`src/hdl/lavm_pkg.sv`:
```
// Shared constants and types for the look-at view matrix block.
// Used by lavm_prescale, lavm_norm and look_at_view_matrix_top; no dependencies.
`timescale 1ns / 1ps
`default_nettype none

package lavm_pkg;

    // Default fixed-point format of the coordinates.
    localparam int COORD_WIDTH_DEF = 32;
    localparam int FRAC_BITS_DEF   = 16;

    // Fixed widths of the result fields.
    localparam int AXIS_W   = 18;
    localparam int OFFSET_W = 32;
    localparam int ROW_W    = 2;

    // The largest prescaled magnitude has its leading one at bit PS_W-1.
    localparam int PS_W = 30;

    // Rows per request.
    localparam int ROWS = 3;

    localparam logic [ROW_W-1:0] ROW_X = 2'd0;
    localparam logic [ROW_W-1:0] ROW_Y = 2'd1;
    localparam logic [ROW_W-1:0] ROW_Z = 2'd2;

    localparam logic signed [OFFSET_W-1:0] OFF_MAX = 32'sh7FFF_FFFF;
    localparam logic signed [OFFSET_W-1:0] OFF_MIN = 32'sh8000_0000;

    // Row sequencer states.
    typedef enum logic [3:0] {
        PH_IDLE = 4'b0001,
        PH_ROW0 = 4'b0010,
        PH_ROW1 = 4'b0100,
        PH_ROW2 = 4'b1000
    } t_phase;

endpackage

`default_nettype wire

```
`src/hdl/lavm_prescale.sv`:
```
// Three-stage vector prescaler: magnitudes are shifted so the largest one
// has its leading one at bit PS_W-1. Depends on lavm_pkg.
`timescale 1ns / 1ps
`default_nettype none

module lavm_prescale #(
    parameter int IN_W   = 33,
    parameter int SIDE_W = 1
) (
    input  wire logic                                i_clk,
    input  wire logic                                i_rst_n,
    input  wire logic                                i_valid,
    input  wire logic [2:0][IN_W-1:0]                i_vec,
    input  wire logic [SIDE_W-1:0]                   i_side,
    output logic                                     o_valid,
    output logic [2:0][lavm_pkg::PS_W-1:0]           o_mag,
    output logic [2:0]                               o_neg,
    output logic [SIDE_W-1:0]                        o_side
);

    localparam int PS_W  = lavm_pkg::PS_W;
    localparam int LEN_W = $clog2(IN_W + 1);
    localparam int SH_W  = IN_W + PS_W;

    // Stage A: magnitudes and their maximum.
    logic [2:0][IN_W-1:0] n_a_mag;
    logic [2:0]           n_a_neg;
    logic [IN_W-1:0]      n_a_max;
    logic [2:0][IN_W-1:0] r_a_mag;
    logic [2:0]           r_a_neg;
    logic [IN_W-1:0]      r_a_max;
    logic [SIDE_W-1:0]    r_a_side;
    logic                 r_a_valid;

    // Stage B: bit length of the maximum.
    logic [LEN_W-1:0]     n_b_len;
    logic [2:0][IN_W-1:0] r_b_mag;
    logic [2:0]           r_b_neg;
    logic [LEN_W-1:0]     r_b_len;
    logic [SIDE_W-1:0]    r_b_side;
    logic                 r_b_valid;

    // Stage C: the shift.
    logic [2:0][PS_W-1:0] n_c_mag;
    logic [2:0][PS_W-1:0] r_c_mag;
    logic [2:0]           r_c_neg;
    logic [SIDE_W-1:0]    r_c_side;
    logic                 r_c_valid;

    always_comb begin
        for (int i = 0; i < 3; i++) begin
            n_a_neg[i] = i_vec[i][IN_W-1];
            n_a_mag[i] = n_a_neg[i] ? (~i_vec[i] + 1'b1) : i_vec[i];
        end
        n_a_max = (n_a_mag[0] > n_a_mag[1]) ? n_a_mag[0] : n_a_mag[1];
        if (n_a_mag[2] > n_a_max) begin
            n_a_max = n_a_mag[2];
        end
    end

    always_comb begin
        n_b_len = '0;
        for (int i = 0; i < IN_W; i++) begin
            if (r_a_max[i]) begin
                n_b_len = LEN_W'(i + 1);
            end
        end
    end

    always_comb begin
        logic [SH_W-1:0] sh;
        sh = '0;
        for (int i = 0; i < 3; i++) begin
            if (int'(r_b_len) > PS_W) begin
                sh = SH_W'(r_b_mag[i]) >> (int'(r_b_len) - PS_W);
            end else begin
                sh = SH_W'(r_b_mag[i]) << (PS_W - int'(r_b_len));
            end
            n_c_mag[i] = sh[PS_W-1:0];
        end
    end

    always_ff @(posedge i_clk) begin
        if (!i_rst_n) begin
            r_a_valid <= 1'b0;
            r_b_valid <= 1'b0;
            r_c_valid <= 1'b0;
        end else begin
            r_a_valid <= i_valid;
            r_b_valid <= r_a_valid;
            r_c_valid <= r_b_valid;
        end
    end

    always_ff @(posedge i_clk) begin
        r_a_mag  <= n_a_mag;
        r_a_neg  <= n_a_neg;
        r_a_max  <= n_a_max;
        r_a_side <= i_side;
        r_b_mag  <= r_a_mag;
        r_b_neg  <= r_a_neg;
        r_b_len  <= n_b_len;
        r_b_side <= r_a_side;
        r_c_mag  <= n_c_mag;
        r_c_neg  <= r_b_neg;
        r_c_side <= r_b_side;
    end

    assign o_valid = r_c_valid;
    assign o_mag   = r_c_mag;
    assign o_neg   = r_c_neg;
    assign o_side  = r_c_side;

endmodule

`default_nettype wire

```
`config.mk`:
```
export PLATFORM = sky130hd
export DESIGN_NAME = lavm_prescale
export DESIGN_NICKNAME = d
export VERILOG_FILES = /design/src/hdl/lavm_pkg.sv /design/src/hdl/lavm_prescale.sv
export SDC_FILE = /design/constraint.sdc
export NUM_CORES = 1
export LEC_CHECK = 0
export ABC_AREA = 1
export BUFFER_PORTS_ARGS = -buffer_cell sky130_fd_sc_hd__clkbuf_2
export CAP_MARGIN = 40
export CORE_ASPECT_RATIO = 1.1
export CORE_MARGIN = 10
export CORE_UTILIZATION = 35
export DETAILED_ROUTE_END_ITERATION = 6
export GPL_TIMING_DRIVEN = 0
export PLACE_DENSITY = 0.63
export SYNTH_ARGS = -nofsm -noshare
export SYNTH_HDL_FRONTEND = slang
export SYNTH_SLANG_ARGS = --single-unit
```
`constraint.sdc`:
```
create_clock -name i_clk -period 12.9 [get_ports i_clk]
set_input_delay 1.29 -clock i_clk [delete_from_list [all_inputs] [get_ports i_clk]]
set_output_delay 1.29 -clock i_clk [all_outputs]
set_load 0.02 [all_outputs]
```
-- Word-level counts from Yosys, hierarchy flattened
Index checks and enable logic that the tools add are counted.
- shift-type cells: 6
- multiplexer cells: 40
- reductions and logical operators: 1
- $add $sub $neg: 5
- magnitude comparators: 3
- bitwise operators: 3
- operators with widths (kind ; number):
    $mux W6 ; 30
    $mux W33 ; 5
    $add A33 B1 Y33 const B ; 3
    $not A33 Y33 ; 3
    $shl A33 B32 Y30 ; 3
    $shr A33 B32 Y30 ; 3
    $mux W30 ; 3
    $gt A33 B33 Y1 ; 2
    $sub A5 B6 Y7 const A ; 1
    $sub A6 B5 Y7 const B ; 1
    $gt A6 B5 Y1 const B ; 1
    $mux W1 ; 2
    $reduce_or A2 Y1 ; 1
- register bits after elaboration: 342
- logic and storage cells: 79
- output and inout bits: 95
- input bits: 103

-- Longest topological paths before layout
- word-level depth: 32
- gate-level depth with buffers: 44
- depth with buffers taken out: 42

-- Worst setup path after synthesis
Ideal clock, no wire load.
- path kind: in2reg
- start point: input i_vec[34] in the netlist's numbering
- end point: register r_a_max[1]
- data arrival time: 6774 ps
- stages: 38
- slack: 6009 ps
- setup time: 117 ps
- cell sequence: nor3_1 > inv_1 > nor3_1 > nand4_1 > nor3_1 > nand2_1 > o31ai_1 > nand2_1 > nor2_1 > o21ai_0 > xor2_1 > inv_1 > ha_1 > nand2_1 > or4_1 > nor4_1 > nand3_1 > nand2_4 > [... 2 more ...] > ha_1 > a21oi_1 > o21ai_1 > a21oi_1 > o21bai_1 > a21o_1 > a21oi_1 > o21ai_1 > nand2_1 > o2111ai_1 > nand4_1 > nand2_1 > a21o_1 > nand2_1 > clkinv_1 > clkbuf_1 > nand2_1 > o21ai_2
- RTL lines (what ; line ; source):
    start, declared ; lavm_prescale.sv:13 ; input wire logic [2:0][IN_W-1:0] i_vec,
    end signal, assigned ; lavm_prescale.sv:98 ; r_a_max <= n_a_max;
    end, declared ; lavm_prescale.sv:31 ; logic [IN_W-1:0] r_a_max;

==> results.py <==
metrics = {
    "outcome": {
        "status": "finished clean",
    },
    "clocking": {
        "cts_buffer_depth": 3,
        "postCtsSetupRepairBufs": 0,
        "cts_tree": "built",
        "htreeDepth": 2,
        "clk_pin_slew_ns": 0.07,
        "ctsHoldBuffers": 0,
        "postCtsResizedCells": 0,
        "insertion_delay_ns": 0.58,
        "root_buffer": "clkbuf_16",
        "clock_sinks": 342,
        "numCtsBuffers": 37,
    },
    "yosys": {
        "synthAdderAreaFrac": 0.0425,
        "synth-compound-area-share": 0.236,
        "yosys_warnings": 0,
        "synthesis.nets": 3335,
        "synthCells": 3161,
        "synth_top_family_by_area": "simple AND/OR/NAND/NOR gates",
        "synth_xor_area_frac": 0.0389,
        "yosys_register_bits": 342,
        "synth.distinct_cells": 57,
        "muxShareOfSynthArea": 0.0196,
        "syn_area_mm2": 0.0209,
        "synth.avg_cell_area_um2": 6.62,
        "synthSimpleGateAreaFrac": 0.251,
        "yosysSeqAreaShare": 0.327,
    },
    "worst_hold_path": {
        "hold_path_class": "reg -> reg",
    },
    "sta": {
        "fin_tns_setup_ns": 0,
        "period_share": 0.673,
        "rsz0062_at_grt": "false",
        "min_period_ns": 8.69,
        "finalSetupViolations": 0,
        "fin_skew_ns": 0.0273,
        "clock.fmax_mhz": 115,
        "hold_violations": 0,
        "final_max_slew_viol_count": 0,
        "worst_pin_slew_ns": 0.997,
        "whs_ns": 0.320,
        "relSlewSlack": 0.328,
    },
    "grt": {
        "grt-ovfl-total": 0,
        "grt_pass1_wl_um": 178000,
        "antenna_found_initial": 7,
        "grt_pass1_vias": 23500,
        "grt_max_degree": 16,
        "grt_usage": 0.360,
    },
    "setup_path": {
        "r2r_end": "o_mag[39]",
        "crit_path_max_fanout": 10,
        "criticalPathCategory": "in -> reg",
        "r2r_cells": 14,
        "cpMostUsedCell": "nand2_1",
        "end_kind": "flip-flop",
        "r2r_setup_slack_ns": 7.76,
        "crit_end": "r_a_max[1]",
        "worstPathArrival_ns": 9.14,
        "slowest_stage": "or4_1",
        "required_ns": 13.36,
        "r2r-start": "r_b_len[0]",
        "worst_setup_path_start_kind": "primary input",
        "critPathMaxStageDelay_ns": 0.67,
        "cp-startpoint": "i_vec[33]",
    },
    "detailed_routing": {
        "drtIter0Drc": 2884,
        "via_count": 24400,
        "drt-met1-wl_um": 48400,
        "dr_wl_met2_um": 59600,
        "highest_layer": "met5",
        "avgRoutedWirePerCell_um": 31.0,
        "drc": 0,
        "viasPerCell": 5.80,
        "antenna_left": 0,
        "wl_met3_um": 9590,
        "wl_um": 131000,
        "dr.pass1.iters": 6,
    },
    "die": {
        "core_mm2": 0.0589,
        "dieWidth_um": 253,
        "dieHeight_um": 276,
        "start_util": 0.355,
        "io_pins": 198,
        "dieArea_mm2": 0.0700,
        "row_count": 93,
    },
    "final_layout": {
        "drive_gt1_frac": 0.104,
        "nets": 3594,
        "area_delta_synth_final_pct": 16.0,
        "stdcell_area_mm2": 0.0243,
    },
    "place": {
        "port_buffers": 197,
        "place_area_mm2": 0.0230,
        "hpwl_um": 111000,
        "place_congestion": 1.05,
    },
    "job": {
        "cap_viol_max_count": 0,
    },
}
-- flip-flops by register name (all words and copies together), names as in the netlist --
signal	cells
o_mag	90
o_neg	3
o_side	1
o_valid	1
r_a_mag	99
r_a_max	33
r_a_neg	3
r_a_side	1
r_a_valid	1
r_b_len	6
r_b_mag	99
r_b_neg	3
r_b_side	1
r_b_valid	1
-- cell type report --
class | instances | area (um2)
fillers | 6447 | 34600
multi-input cells | 2359 | 12300
flip-flops and latches | 342 | 6850
repair buffers | 220 | 1160
clock buffers | 47 | 1020
inverters | 261 | 980
well taps | 760 | 951
plain buffers | 199 | 793
clock inverters | 18 | 194
diodes | 3 | 7.51
-- how the worst min path moves through the flow --
stage | slack [ns] | depth (start not counted) | start | end
after detailed placement | 0.31 | 0 | r_a_mag[44] | r_b_mag[44]
after global routing | 0.33 | 0 | r_a_mag[73] | r_b_mag[73]
final | 0.32 | 0 | r_b_side | o_side
after global placement | 0.31 | 0 | r_a_mag[32] | r_b_mag[32]
after CTS | 0.32 | 0 | r_b_side | o_side
after floorplan | 0.31 | 0 | r_b_neg[0] | o_neg[0]
-- per-layer routing --
layer | track usage | vias up
met5 | 0 | -
met1 | 0.399 | 11500
li1 | - | 11000
met4 | 0.297 | 8
met3 | 0.0645 | 413
met2 | 0.591 | 1436
-- worst max-delay path: cells and delay by family --
kind	cells	cell delay, ns
buffers and inverters	8	1.65
AOI/OAI and AO/OA	11	1.26
adders and majority gates	3	0.81
and+or+nand+nor	21	4.09
-- stage by stage --
stage	std cells	setup slack, ns	utilization
global placement	4118	3.66	0.388
floorplan	3161	6.01	-
detailed placement	4140	3.80	0.391
finish	4209	4.21	0.412
CTS	4205	4.37	0.412
global route	4206	3.66	0.412
-- synth_stat cells (all sizes together) --
library cell,number,area share
a22o,16,0.0067
o2111ai,2,0.00084
a32o,11,0.0053
o221ai,23,0.0096
a32oi,4,0.0017
clkbuf,155,0.028
xor2,70,0.030
nor3,26,0.0072
o21bai,7,0.0025
nor3b,1,0.00060
o41ai,1,0.00042
o22ai,20,0.0060
o21a,3,0.0011
or4,2,0.00072
or2,14,0.0042
a31oi,26,0.0078
a21oi,244,0.058
a41oi,2,0.00084
clkinv,1,0.00018
a221o,6,0.0029
xnor2,22,0.0092
nand2,942,0.17
a21o,3,0.0011
a221oi,4,0.0017
nand3,84,0.020
dfxtp,342,0.33
o311ai,3,0.0013
ha,71,0.042
o31ai,4,0.0014
nand4,23,0.0072
buf,44,0.010
nor2,202,0.036
o211ai,39,0.014
a22oi,7,0.0025
nand3b,1,0.00036
o221a,2,0.0011
nor4,12,0.0039
inv,260,0.047
a211oi,10,0.0036
mux2i,41,0.020
or3,1,0.00054
a311oi,1,0.00042
o21ai,409,0.11
-- kinds of logic (layout without fill, tap and decap cells) --
| kind of cell | Yosys count | after routing |
|---|---|---|
| buffers and inverters | 460 | 745 |
| AOI/OAI and AO/OA | 847 | 847 |
| xor gates and xnor gates | 92 | 92 |
| adders and majority gates | 71 | 71 |
| other | 0 | 3 |
| muxes | 41 | 41 |
| and+or+nand+nor | 1308 | 1308 |
| DFF | 342 | 342 |
-- placed cells by master (no fill, tap or decap), types with 20 or more instances in the layout --
cell type,n
nand2_1,938
o21ai_0,342
dfxtp_1,342
inv_1,254
a21oi_1,244
nor2_1,201
clkbuf_2,197
clkbuf_1,160
nand3_1,84
ha_1,71
xor2_1,69
o21ai_2,41
mux2i_1,41
o211ai_1,39
clkbuf_16,38
buf_1,37
a31oi_1,26
o21ai_1,26
nor3_1,23
o221ai_1,23
nand4_1,22
xnor2_1,22
o22ai_1,20
Power is not shown: default switching activity piles up to over one toggle a cycle in this logic, so the estimate is an artifact.
